===== src/gda_pkg.sv =====
// shared types, constants and calendar helpers for the gregorian date unit
package gda_pkg;

  localparam int unsigned DW           = 25;
  localparam int unsigned YW           = 16;
  localparam int unsigned RW           = 9;
  localparam int unsigned DIFF_W       = 22;
  localparam int unsigned MAX_YEAR_DEF = 9999;

  localparam logic [DW-1:0] CYCLE_DAYS  = DW'(146097);
  localparam logic [YW-1:0] CYCLE_YEARS = YW'(400);
  localparam logic [RW-1:0] CYCLE_LAST  = RW'(399);
  localparam logic [DIFF_W-1:0] DIFF_MAX = {DIFF_W{1'b1}};

  localparam logic [2:0] OP_VALIDATE = 3'd0;
  localparam logic [2:0] OP_INC      = 3'd1;
  localparam logic [2:0] OP_ADD      = 3'd2;
  localparam logic [2:0] OP_SUB      = 3'd3;
  localparam logic [2:0] OP_DIFF     = 3'd4;

  localparam logic [2:0] ST_OK         = 3'd0;
  localparam logic [2:0] ST_FIRST_BAD  = 3'd1;
  localparam logic [2:0] ST_SECOND_BAD = 3'd2;
  localparam logic [2:0] ST_RANGE      = 3'd3;
  localparam logic [2:0] ST_EARLIER    = 3'd4;

  localparam logic [3:0] MON_FEB = 4'd2;
  localparam logic [3:0] MON_APR = 4'd4;
  localparam logic [3:0] MON_JUN = 4'd6;
  localparam logic [3:0] MON_SEP = 4'd9;
  localparam logic [3:0] MON_NOV = 4'd11;
  localparam logic [3:0] MON_DEC = 4'd12;

  typedef struct packed {
    logic [2:0]  req_type;
    logic [4:0]  first_day;
    logic [3:0]  first_month;
    logic [13:0] first_year;
    logic [4:0]  second_day;
    logic [3:0]  second_month;
    logic [13:0] second_year;
    logic [15:0] step_days;
  } gda_in_t;

  typedef struct packed {
    logic [2:0]        result_status;
    logic [4:0]        result_day;
    logic [3:0]        result_month;
    logic [13:0]       result_year;
    logic [DIFF_W-1:0] day_difference;
  } gda_out_t;

  // leap test from the year modulo 400
  function automatic logic leap_of(input logic [RW-1:0] r);
    return (r[1:0] == 2'd0) && (r != RW'(100)) && (r != RW'(200)) && (r != RW'(300));
  endfunction

  function automatic logic [4:0] month_days(input logic lp, input logic [3:0] m);
    logic [4:0] n;
    n = 5'd31;
    if (m == MON_FEB) begin
      n = lp ? 5'd29 : 5'd28;
    end else if ((m == MON_APR) || (m == MON_JUN) || (m == MON_SEP) || (m == MON_NOV)) begin
      n = 5'd30;
    end
    return n;
  endfunction

  function automatic logic [RW-1:0] year_days(input logic lp);
    return lp ? RW'(366) : RW'(365);
  endfunction

  function automatic logic [RW-1:0] cyc_inc(input logic [RW-1:0] r);
    return (r == CYCLE_LAST) ? '0 : r + RW'(1);
  endfunction

  function automatic logic [RW-1:0] cyc_dec(input logic [RW-1:0] r);
    return (r == '0) ? CYCLE_LAST : r - RW'(1);
  endfunction

endpackage


===== src/gda_alu.sv =====
// shared add/subtract unit for the date sequencer
module gda_alu (
  input  logic [gda_pkg::DW-1:0] a,
  input  logic [gda_pkg::DW-1:0] b,
  input  logic                   sub,
  output logic [gda_pkg::DW-1:0] res
);
  import gda_pkg::*;

  assign res = sub ? (a - b) : (a + b);

endmodule


===== src/gregorian_date_arithmetic_top.sv =====
// gregorian date unit: validate, add or subtract days, day difference
//
// one request enters on the in_ channel (in_valid/in_ready) as a packed
// gda_in_t; exactly one gda_out_t comes back on the out_ channel
// (out_valid/out_ready). in_ready is high only while the sequencer is idle,
// so one request is worked at a time.
// a single add/subtract unit is stepped by the sequencer: the year is
// reduced modulo 400 in 6 steps, months are summed one per cycle, and
// years are walked one per cycle (whole 400-year cycles in one step for
// the difference). an add or subtract crosses at most 180 years.
// the finished result sits in an output register; a new request may be
// taken while it waits, and the next result holds in the sequencer until
// the receiver takes the pending one.
// reset (rst_n low, synchronous) returns the sequencer to idle and drops
// out_valid; no memory needs clearing.
module gregorian_date_arithmetic_top #(
  parameter int unsigned MAX_YEAR = gda_pkg::MAX_YEAR_DEF
) (
  input  logic             clk,
  input  logic             rst_n,
  input  logic             in_valid,
  output logic             in_ready,
  input  gda_pkg::gda_in_t in_data,
  output logic             out_valid,
  input  logic             out_ready,
  output gda_pkg::gda_out_t out_data
);
  import gda_pkg::*;

  localparam logic [YW-1:0] MAX_Y = YW'(MAX_YEAR);

  typedef enum logic [11:0] {
    S_IDLE = 12'b000000000001,
    S_MOD  = 12'b000000000010,
    S_CHK  = 12'b000000000100,
    S_DOY  = 12'b000000001000,
    S_STEP = 12'b000000010000,
    S_YADD = 12'b000000100000,
    S_YSUB = 12'b000001000000,
    S_MON  = 12'b000010000000,
    S_DSUB = 12'b000100000000,
    S_D400 = 12'b001000000000,
    S_DYR  = 12'b010000000000,
    S_DONE = 12'b100000000000
  } state_t;

  state_t            state_r, state_nxt;
  gda_in_t           req_r, req_nxt;
  logic              sel_r, sel_nxt;
  logic [2:0]        k_r, k_nxt;
  logic [DW-1:0]     rem_r, rem_nxt;
  logic [RW-1:0]     r1_r, r1_nxt;
  logic [RW-1:0]     r2_r, r2_nxt;
  logic [RW-1:0]     r4_r, r4_nxt;
  logic [3:0]        mon_r, mon_nxt;
  logic [DW-1:0]     acc_r, acc_nxt;
  logic [RW-1:0]     doy_r, doy_nxt;
  logic [YW-1:0]     y_r, y_nxt;
  logic [2:0]        st_r, st_nxt;
  logic [4:0]        rd_r, rd_nxt;
  logic [3:0]        rm_r, rm_nxt;
  logic [13:0]       ry_r, ry_nxt;
  logic [DIFF_W-1:0] df_r, df_nxt;
  gda_out_t          out_r, out_nxt;
  logic              out_valid_r, out_valid_nxt;

  logic [DW-1:0] alu_a, alu_b, alu_res;
  logic          alu_sub, alu_neg;

  logic [4:0]    d_cur;
  logic [3:0]    m_cur;
  logic          lp_rem, lp_cur, lp_prev, date_ok;
  logic [YW-1:0] y1e, y2e, gap;
  logic [RW-1:0] r4_prev;

  gda_alu u_alu (
    .a   (alu_a),
    .b   (alu_b),
    .sub (alu_sub),
    .res (alu_res)
  );

  assign alu_neg = alu_res[DW-1];

  always_comb begin
    d_cur   = sel_r ? req_r.second_day : req_r.first_day;
    m_cur   = sel_r ? req_r.second_month : req_r.first_month;
    lp_rem  = leap_of(rem_r[RW-1:0]);
    lp_cur  = leap_of(r4_r);
    r4_prev = cyc_dec(r4_r);
    lp_prev = leap_of(r4_prev);
    date_ok = (m_cur >= 4'd1) && (m_cur <= MON_DEC) && (d_cur >= 5'd1) &&
              (d_cur <= month_days(lp_rem, m_cur));
    y1e     = YW'(req_r.first_year);
    y2e     = YW'(req_r.second_year);
    gap     = y1e - y_r;
  end

  always_comb begin
    state_nxt     = state_r;
    req_nxt       = req_r;
    sel_nxt       = sel_r;
    k_nxt         = k_r;
    rem_nxt       = rem_r;
    r1_nxt        = r1_r;
    r2_nxt        = r2_r;
    r4_nxt        = r4_r;
    mon_nxt       = mon_r;
    acc_nxt       = acc_r;
    doy_nxt       = doy_r;
    y_nxt         = y_r;
    st_nxt        = st_r;
    rd_nxt        = rd_r;
    rm_nxt        = rm_r;
    ry_nxt        = ry_r;
    df_nxt        = df_r;
    out_nxt       = out_r;
    out_valid_nxt = out_valid_r;
    alu_a         = acc_r;
    alu_b         = '0;
    alu_sub       = 1'b0;

    if (out_valid_r && out_ready) begin
      out_valid_nxt = 1'b0;
    end

    unique case (state_r)
      S_IDLE: begin
        if (in_valid) begin
          req_nxt   = in_data;
          sel_nxt   = 1'b0;
          rem_nxt   = DW'(in_data.first_year);
          k_nxt     = 3'd5;
          st_nxt    = ST_OK;
          rd_nxt    = in_data.first_day;
          rm_nxt    = in_data.first_month;
          ry_nxt    = in_data.first_year;
          df_nxt    = '0;
          state_nxt = S_MOD;
        end
      end

      // restoring reduction of the year by 400
      S_MOD: begin
        alu_a   = rem_r;
        alu_b   = DW'(400) << k_r;
        alu_sub = 1'b1;
        if (!alu_neg) begin
          rem_nxt = alu_res;
        end
        k_nxt = k_r - 3'd1;
        if (k_r == 3'd0) begin
          state_nxt = S_CHK;
        end
      end

      S_CHK: begin
        if (!sel_r) begin
          r1_nxt = rem_r[RW-1:0];
          if (!date_ok) begin
            st_nxt    = ST_FIRST_BAD;
            state_nxt = S_DONE;
          end else if ((req_r.req_type == OP_INC) || (req_r.req_type == OP_ADD) ||
                       (req_r.req_type == OP_SUB)) begin
            mon_nxt   = 4'd1;
            acc_nxt   = DW'(req_r.first_day) - DW'(1);
            y_nxt     = y1e;
            r4_nxt    = rem_r[RW-1:0];
            state_nxt = S_DOY;
          end else if (req_r.req_type == OP_DIFF) begin
            sel_nxt   = 1'b1;
            rem_nxt   = DW'(req_r.second_year);
            k_nxt     = 3'd5;
            state_nxt = S_MOD;
          end else begin
            state_nxt = S_DONE;
          end
        end else begin
          r2_nxt = rem_r[RW-1:0];
          if (!date_ok) begin
            st_nxt    = ST_SECOND_BAD;
            state_nxt = S_DONE;
          end else if ((y1e > MAX_Y) || (y2e > MAX_Y)) begin
            st_nxt    = ST_RANGE;
            state_nxt = S_DONE;
          end else if (y1e < y2e) begin
            st_nxt    = ST_EARLIER;
            state_nxt = S_DONE;
          end else begin
            mon_nxt   = 4'd1;
            acc_nxt   = DW'(req_r.second_day) - DW'(1);
            r4_nxt    = rem_r[RW-1:0];
            state_nxt = S_DOY;
          end
        end
      end

      // day of year: sum the months before the target month
      S_DOY: begin
        if (mon_r == m_cur) begin
          if (req_r.req_type == OP_DIFF) begin
            if (sel_r) begin
              doy_nxt = acc_r[RW-1:0];
              sel_nxt = 1'b0;
              r4_nxt  = r1_r;
              mon_nxt = 4'd1;
              acc_nxt = DW'(req_r.first_day) - DW'(1);
            end else begin
              state_nxt = S_DSUB;
            end
          end else begin
            state_nxt = S_STEP;
          end
        end else begin
          alu_b   = DW'(month_days(lp_cur, mon_r));
          acc_nxt = alu_res;
          mon_nxt = mon_r + 4'd1;
        end
      end

      S_STEP: begin
        if (req_r.req_type == OP_INC) begin
          alu_b = DW'(1);
        end else begin
          alu_b = DW'(req_r.step_days);
        end
        alu_sub = (req_r.req_type == OP_SUB);
        acc_nxt = alu_res;
        state_nxt = (req_r.req_type == OP_SUB) ? S_YSUB : S_YADD;
      end

      S_YADD: begin
        alu_b   = DW'(year_days(lp_cur));
        alu_sub = 1'b1;
        if (!alu_neg) begin
          acc_nxt = alu_res;
          y_nxt   = y_r + YW'(1);
          r4_nxt  = cyc_inc(r4_r);
        end else begin
          mon_nxt   = 4'd1;
          state_nxt = S_MON;
        end
      end

      S_YSUB: begin
        alu_b = DW'(year_days(lp_prev));
        if (!acc_r[DW-1]) begin
          mon_nxt   = 4'd1;
          state_nxt = S_MON;
        end else if (y_r == '0) begin
          st_nxt    = ST_RANGE;
          state_nxt = S_DONE;
        end else begin
          acc_nxt = alu_res;
          y_nxt   = y_r - YW'(1);
          r4_nxt  = r4_prev;
        end
      end

      S_MON: begin
        alu_b   = DW'(month_days(lp_cur, mon_r));
        alu_sub = 1'b1;
        if (!alu_neg && (mon_r < MON_DEC)) begin
          acc_nxt = alu_res;
          mon_nxt = mon_r + 4'd1;
        end else begin
          if ((y_r == '0) || (y_r > MAX_Y)) begin
            st_nxt = ST_RANGE;
          end else begin
            rd_nxt = acc_r[4:0] + 5'd1;
            rm_nxt = mon_r;
            ry_nxt = y_r[13:0];
          end
          state_nxt = S_DONE;
        end
      end

      S_DSUB: begin
        alu_b   = DW'(doy_r);
        alu_sub = 1'b1;
        acc_nxt = alu_res;
        y_nxt   = y2e;
        r4_nxt  = r2_r;
        if ((y1e == y2e) && alu_neg) begin
          st_nxt    = ST_EARLIER;
          state_nxt = S_DONE;
        end else begin
          state_nxt = S_D400;
        end
      end

      S_D400: begin
        alu_b = CYCLE_DAYS;
        if (gap >= CYCLE_YEARS) begin
          acc_nxt = alu_res;
          y_nxt   = y_r + CYCLE_YEARS;
        end else begin
          state_nxt = S_DYR;
        end
      end

      S_DYR: begin
        alu_b = DW'(year_days(lp_cur));
        if (y_r == y1e) begin
          if (|acc_r[DW-2:DIFF_W]) begin
            df_nxt = DIFF_MAX;
          end else begin
            df_nxt = acc_r[DIFF_W-1:0];
          end
          state_nxt = S_DONE;
        end else begin
          acc_nxt = alu_res;
          y_nxt   = y_r + YW'(1);
          r4_nxt  = cyc_inc(r4_r);
        end
      end

      S_DONE: begin
        if (!out_valid_r || out_ready) begin
          out_nxt.result_status  = st_r;
          out_nxt.result_day     = rd_r;
          out_nxt.result_month   = rm_r;
          out_nxt.result_year    = ry_r;
          out_nxt.day_difference = df_r;
          out_valid_nxt          = 1'b1;
          state_nxt              = S_IDLE;
        end
      end

      default: begin
        state_nxt = S_IDLE;
      end
    endcase
  end

  always_ff @(posedge clk) begin
    if (!rst_n) begin
      state_r     <= S_IDLE;
      out_valid_r <= 1'b0;
    end else begin
      state_r     <= state_nxt;
      out_valid_r <= out_valid_nxt;
    end
  end

  always_ff @(posedge clk) begin
    req_r <= req_nxt;
    sel_r <= sel_nxt;
    k_r   <= k_nxt;
    rem_r <= rem_nxt;
    r1_r  <= r1_nxt;
    r2_r  <= r2_nxt;
    r4_r  <= r4_nxt;
    mon_r <= mon_nxt;
    acc_r <= acc_nxt;
    doy_r <= doy_nxt;
    y_r   <= y_nxt;
    st_r  <= st_nxt;
    rd_r  <= rd_nxt;
    rm_r  <= rm_nxt;
    ry_r  <= ry_nxt;
    df_r  <= df_nxt;
    out_r <= out_nxt;
  end

  assign in_ready  = (state_r == S_IDLE);
  assign out_valid = out_valid_r;
  assign out_data  = out_r;

endmodule


===== config.mk =====
export PLATFORM = sky130hd
export DESIGN_NAME = gregorian_date_arithmetic_top
export DESIGN_NICKNAME = d
export VERILOG_FILES = /design/src/gda_pkg.sv /design/src/gda_alu.sv /design/src/gregorian_date_arithmetic_top.sv
export SDC_FILE = /design/constraint.sdc
export NUM_CORES = 1
export LEC_CHECK = 0
export BUFFER_PORTS_ARGS = -buffer_cell sky130_fd_sc_hd__buf_2
export CAP_MARGIN = 25
export CORE_UTILIZATION = 40
export DETAILED_ROUTE_END_ITERATION = 6
export GPL_TIMING_DRIVEN = 0
export PLACE_DENSITY = 0.61
export SETUP_SLACK_MARGIN = 0.4
export SLEW_MARGIN = 20
export SYNTH_ARGS = -nofsm -noshare
export SYNTH_HDL_FRONTEND = slang
export SYNTH_SLANG_ARGS = --single-unit

===== constraint.sdc =====
create_clock -name clk -period 16.1 [get_ports clk]
set_input_delay 3.22 -clock clk [delete_from_list [all_inputs] [get_ports clk]]
set_output_delay 3.22 -clock clk [all_outputs]
set_load 0.05 [all_outputs]

==> results of run 1 <==
registers in the layout (all words and copies together), names as in the netlist, 12 cells and up:
| register | count |
|---|---|
| acc_r | 25 |
| y_r | 16 |
| df_r | 22 |
| out_data | 48 |
| state_r | 12 |
| ry_r | 14 |
| req_r | 65 |
| rem_r | 24 |
layer usage:
metal,vias up,global-route usage [%]
met4,0,8.016
met1,6676,35.06
met2,588,39.33
met3,93,4.941
met5,-,0
li1,6317,-
cell type report:
type,count,area [um2]
Fill cell,3815,21790
Sequential cell,283,8368
Multi-Input combinational cell,1181,7709
Clock buffer,40,873.3
Timing Repair Buffer,133,754.5
Tap cell,532,665.6
Buffer,65,276.5
Inverter,64,242.7
Clock inverter,17,145.1
Antenna cell,1,2.502
cell families (layout without fill, tap and decap cells):
| logic type | Yosys count | after routing |
|---|---|---|
| flops | 283 | 283 |
| mux | 14 | 14 |
| xor+xnor | 84 | 84 |
| fa+ha+maj | 89 | 89 |
| simple gates | 600 | 600 |
| compound gates | 394 | 394 |
| other cells | 0 | 1 |
| buf+inv | 129 | 319 |
metrics by stage:
stage	instance area [um2]	setup slack (ps)	std cells	util (%)
finish	19040	7269	2316	46.62
global route	19030	6794	2315	46.62
CTS	19000	7487	2311	46.53
detailed placement	17980	7553	2254	44.03
global placement	17820	5797	2243	43.64
floorplan	16560	8300	1593	-
critical path, delay by kind of cell (launching register included):
family / cells / cell delay (ps)
and+or+nand+nor: 10 / 2420
buffers and inverters: 3 / 600
adders and majority gates: 3 / 840
xor gates and xnor gates: 3 / 740
DFF: 1 / 520
AOI/OAI and AO/OA: 11 / 3370
cell usage after synthesis (13+ instances only):
cell and count:
nand4_1 20, a22oi_1 24, nand2_1 223, a21o_1 17, a31oi_1 13, nand3_1 37
or3_1 15, and2_1 13, o21a_1 34, nor4_1 19, a21oi_1 79, inv_1 64
edfxtp_1 270, and3_1 22, nor3_1 38, clkbuf_1 48, dfxtp_1 13, o21ai_0 106
nor2b_1 20, xor2_1 36, ha_1 87, nor2_1 118, xnor2_1 47
report_power, final:
group	internal [mW]	switching [mW]
logic	0.306	0.546
clock network	0.419	0.310
registers	0.984	0.0859
total	1.71	0.942
placed cells by master, fill, tap and decap left out, types with 36 or more instances in the layout:
master / synthesis / layout
xnor2_1: 47 / 47
edfxtp_1: 270 / 270
buf_2: 7 / 127
a21oi_1: 79 / 79
xor2_1: 36 / 36
ha_1: 87 / 87
inv_1: 64 / 63
nor2_1: 118 / 118
nand3_1: 37 / 37
o21ai_0: 106 / 106
clkbuf_1: 48 / 54
nand2_1: 223 / 223
nor3_1: 38 / 36
path summary, 6_finish.rpt:
| kind | start | endpoint | slack, ps | cells past startpoint |
|---|---|---|---|---|
| max | r4_r[0]$_DFFE_PP_ | acc_r[20]$_DFFE_PP_ | 7270 | 30 |
| min | df_r[5]$_SDFFCE_PN0P_ | out_data[5]$_DFFE_PP_ | 420 | 0 |
| max reg2reg | r4_r[0]$_DFFE_PP_ | acc_r[20]$_DFFE_PP_ | 7270 | 30 |
| min reg2reg | df_r[5]$_SDFFCE_PN0P_ | out_data[5]$_DFFE_PP_ | 420 | 0 |
==> run_results.csv, run 1 <==
group,metric,value,unit
status,status,"complete, no violations",
yosys,syn_area,16560,um2
sta,holdWs,415.6,ps
routing,viasPerCell,5.904,
grt,grt_pass1_wl,80.10,mm
floorplan,start_util,40.56,%
run,cap_violations,0,
clocking,htree_levels,2,
power,p_per_area,139.3,nW/um2
yosys,synth_edf_count,270,
sta,maxSlewHeadroom,25.65,%
sta,hold_viol,0,
routing,drc_errors,0,
setup_path,start_kind,"flip-flop",
routing,routed_wl,52.58,mm
clocking,cts_max_path_buffers,3,
clocking,cts_tree,"done",
routing,wl_met3,3.969,mm
routing,vias,13670,
setup_path,critical_path.max_stage_delay,820,ps
sta,min_period_over_period,54.85,%
yosys,synthMuxAreaShare,0.9141,%
grt,grt_max_degree,49,
floorplan,die_width,205.5,um
yosys,yosys.area_share.simple,18.00,%
placement,post-dp-hpwl,40.08,mm
floorplan,die-area,42220,um2
clocking,path_clk_slew,50,ps
grt,grt_usage,25.20,%
sta,final.setup.tns,0,ps
yosys,synth_nets,1751,
placement,io_buffers,118,
routing,wl_per_cell,22.70,um
sta,worst_pin_slew,1104,ps
floorplan,core_region_area,40830,um2
layout,final_layout_size_suffix_gt1_share,12.84,%
floorplan,placementRows,74,
clocking,holdBufCountCts,0,
yosys,synth_xor_area_share,4.555,%
sta,finalCriticalPeriod,8831,ps
sta,setup_violations,0,
yosys,ys_seq_elements,283,
setup_path,cp-end-kind,"flip-flop",
routing,wirelength_met1,23.50,mm
yosys,syn_avg_cell_area,10.40,um2
yosys,synth-async-reset-ratio,0,%
yosys,synth_compound_area_share,16.07,%
clocking,postCtsSetupBuffers,0,
setup_path,path_class,"reg -> reg",
clocking,clk_latency,560,ps
routing,drtIter0Drc,1326,
yosys,synth.distinct_cells,88,
floorplan,io_pins,119,
routing,drtAntennaViolNets,0,
setup_path,required,16330,ps
clocking,cts_buffers,34,
grt,antenna_found_initial,1,
setup_path,crit_path_max_fanout,11,
routing,dr.pass1.iters,6,
layout,areaGrowthSynthToFinish,14.94,%
yosys,synth_top_area_cell,"edfxtp_1",
yosys,synth-main-ff-cell,"edfxtp_1",
clocking,clock-root-buffer,"clkbuf_16",
yosys,synth_fa_ha_area_share,6.814,%
yosys,synth_top_family_by_area,"simple AND/OR/NAND/NOR gates",
placement,gp_congestion,0.9336,
sta,clock_skew,30.14,ps
yosys,synth_cells,1593,
clocking,clock-sinks,283,
sta,drv_slew,0,
routing,top_layer,"met4",
yosys,yosysWarnings,0,
setup_path,cp.arrival,9060,ps
grt,grt_pass1_vias,13270,
layout,finalNetCount,1920,
power,vdd_drop_max,0.1014,mV
yosys,ys_seq_area_share,50.53,%
sta,rsz0062_at_grt,"no",
clocking,ctsResizeCount,0,
routing,dr_wl_met2,23.71,mm
setup_path,cp_slowest_cell,"a2111oi_2",
floorplan,die_h,205.5,um
hold_path,hold_path.class,"reg -> reg",
sta,fmax,0.1132,GHz
power,total_power,2.651,mW
yosys,synth.top_cell.area_share,48.95,%
grt,grt.overflow.total,0,
power,p_leak,7.281,nW
yosys,synth.area.top_cells,"edfxtp_1 (49%), ha_1 (6.6%), nand2_1 (5.1%)",
Power figures use the tool's default switching activity.
==> run 2, diff against run 1 <==
--- a/config.mk
+++ b/config.mk
@@ -5,6 +5,7 @@
 export SDC_FILE = /design/constraint.sdc
 export NUM_CORES = 1
 export LEC_CHECK = 0
+export ABC_AREA = 1
 export BUFFER_PORTS_ARGS = -buffer_cell sky130_fd_sc_hd__buf_2
 export CAP_MARGIN = 25
 export CORE_UTILIZATION = 40
==> constraint.sdc (replaced) <==
create_clock -name clk -period 8.9 [get_ports clk]
set_input_delay 1.78 -clock clk [delete_from_list [all_inputs] [get_ports clk]]
set_output_delay 1.78 -clock clk [all_outputs]
set_load 0.05 [all_outputs]
==> run_results.csv, run 2 <==
group,metric,value,unit
status,status,"complete, no violations",
layout,layout.cells.non_filler,2670,
routing,drtAntennaViolNets,0,
setup_path,cp.arrival,7310,ps
sta,hold_viol,0,
yosys,synth_nets,2101,
layout,fin_util,46.71,%
yosys,synth-async-reset-ratio,0,%
sta,rsz0062_at_grt,"no",
clocking,clock-root-buffer,"clkbuf_16",
routing,vias,14770,
setup_path,cp_slowest_cell,"nor3_2",
routing,drtIter0Drc,1358,
power,total_power,6.510,mW
layout,antenna_cells,0,
power,p_int,3.724,mW
layout,largest_reg_flops,65,
floorplan,die-area,43710,um2
clocking,cts_buffers,31,
grt,grt_usage,24.71,%
layout,mostFrequentLayoutCell,"nand2_1",
layout,areaGrowthSynthToFinish,14.74,%
yosys,synth.distinct_cells,63,
setup_path,start_kind,"flip-flop",
power,swShare,42.79,%
power,p_comb_share,46.6,%
setup_path,path_class,"reg -> reg",
grt,grt_pass1_vias,13900,
power,clockPowerShare,20.1,%
sta,worst_pin_slew,995.1,ps
power,p_seq_share,33.2,%
setup_path,critPathBufInv,6,
power,p_per_area,330.8,nW/um2
yosys,syn_avg_cell_area,8.827,um2
run,cap_violations,0,
clocking,holdBufCountCts,0,
layout,final_layout_size_suffix_gt1_share,12.90,%
grt,grt_pass1_wl,82.20,mm
clocking,htree_levels,1,
floorplan,die_width,209.1,um
sta,holdWs,412.4,ps
placement,dp.cells,2611,
yosys,synth_cells,1943,
routing,drc_errors,0,
clocking,ctsResizeCount,0,
hold_path,hold_path.class,"reg -> reg",
floorplan,io_pins,119,
yosys,synth.area.top_cells,"edfxtp_1 (47%), nand2_1 (8.7%), ha_1 (6.3%)",
yosys,ys_top_cells_by_count,"nand2_1 (399), edfxtp_1 (270), inv_1 (243)",
layout,finalNetCount,2265,
grt,antenna_found_initial,0,
setup_path,cp-end-kind,"flip-flop",
sta,final.setup.tns,0,ps
grt,grt.overflow.total,0,
setup_path,crit_path_max_fanout,17,
placement,gp_congestion,0.9687,
sta,setup_violations,0,
setup_path,crit_start,"state_r[0]$_SDFFE_PN1P_",
setup_path,critical_path.max_stage_delay,690,ps
yosys,synth.top_cell.area_share,47.27,%
yosys,synth_most_common_cell,"nand2_1",
power,vdd_drop_max,0.1786,mV
clocking,cts_max_path_buffers,3,
clocking,postCtsSetupBuffers,0,
yosys,yosysWarnings,0,
clocking,path_clk_slew,60,ps
clocking,cts_tree,"done",
layout,layout_common_cells,"nand2_1 (399), edfxtp_1 (270), inv_1 (243), nor2_1 (188), nand3_1 (137)",
setup_path,cp_top_family,"simple AND/OR/NAND/NOR gates",
sta,clock_skew,16.63,ps
setup_path,cpMostUsedCell,"nand2_1",
yosys,synth-main-ff-cell,"edfxtp_1",
power,p_leak,8.555,nW
clocking,clock-sinks,283,
routing,dr.pass1.iters,6,
yosys,syn_area,17150,um2
yosys,ys_seq_elements,283,
grt,grt_max_degree,29,
yosys,ys_seq_area_share,48.79,%
sta,fmax,0.1424,GHz
yosys,synth_top_area_cell,"edfxtp_1",
placement,post-dp-hpwl,42.94,mm
sta,drv_slew,0,
floorplan,start_util,40.71,%
yosys,synth_edf_count,270,
setup_path,r2r-start,"state_r[0]$_SDFFE_PN1P_",
sta,min_period_over_period,78.90,%
hold_path,holdCritStartpoint,"rm_r[3]$_DFFE_PP_",
placement,io_buffers,118,
routing,routed_wl,54.60,mm
routing,viasPerCell,5.531,
floorplan,die_h,209.1,um
clocking,clk_latency,600,ps
sta,maxSlewHeadroom,33.42,%
routing,wl_per_cell,20.45,um
setup_path,required,9190,ps
power,p_sw,2.786,mW
sta,finalCriticalPeriod,7022,ps
floorplan,placementRows,75,
layout,regMostFlops,"req_r",
floorplan,core_region_area,42130,um2
-- run 2: changes by cell type in the layout (fill, tap and decap cells not counted), sizes merged, moves of 14 or more --
cell    before  now
nand2      223  417
inv         66  255
nand3       37  145
nor2       118  211
clkbuf      90   54
a21oi       79  114
o21a        34    4
xnor2       47   24
and3        22    1
nor2b       20    0
o21ai      110  128
and2        14    0
or3         15    1
-- run 2: worst register-to-register path: cells and delay by family (launching register included) --
family | cells | cell delay [ps]
and+or+nand+nor | 21 | 3610
buffers and inverters | 6 | 1500
adders and majority gates | 2 | 600
AOI/OAI and AO/OA | 3 | 420
DFF | 1 | 400
xor gates and xnor gates | 1 | 180
-- run 2: kinds of logic after synthesis --
| logic type | count (synthesis) | share of synthesized area [%] |
|---|---|---|
| fa+ha+maj | 89 | 6.580 |
| flops | 283 | 48.79 |
| xor+xnor | 59 | 3.013 |
| buf+inv | 299 | 6.843 |
| compound gates | 349 | 12.02 |
| simple gates | 864 | 22.76 |
-- run 2: worst paths after layout --
kind	to	slack, ps	cells after the start
worst max register to register	acc_r[13]$_DFFE_PP_	1880	33
worst max-delay path	acc_r[13]$_DFFE_PP_	1880	33
worst min register to register	out_data[39]$_DFFE_PP_	410	0
worst min-delay path	out_data[39]$_DFFE_PP_	410	0
-- run 2: cell type report --
class,instances,area [um2]
Buffer,45,217.7
Multi-Input combinational cell,1361,7664
Clock inverter,26,252.7
Tap cell,539,674.4
Clock buffer,31,775.7
Inverter,254,955.9
Sequential cell,283,8368
Timing Repair Buffer,131,770.7
Fill cell,4030,22460
-- run 2: through the flow --
| step | setup WS (ps) | cell area, um2 |
|---|---|---|
| after global placement | 104.2 | 18420 |
| after detailed placement | 1989 | 18620 |
| after CTS | 1939 | 19650 |
| final | 1878 | 19680 |
| after global routing | 1325 | 19680 |
| after floorplan | 2382 | 17150 |
-- run 2: power groups by stage --
stage	combinational, mW	clock [mW]	sequential (mW)
finish	3.04	1.31	2.16
global route	3.35	1.38	2.19
global placement	2.84	0	2.21
floorplan	2.16	0	2.11
CTS	2.98	1.33	2.16
detailed placement	2.97	0	2.19
-- run 2: routing by layer --
metal	vias to the layer above	track usage (%)	wire length [um]
li1	7049	-	-
met1	7008	35.47	24860
met2	618	38.32	23770
met3	92	3.742	4382
met4	0	7.581	1596
met5	-	0	0
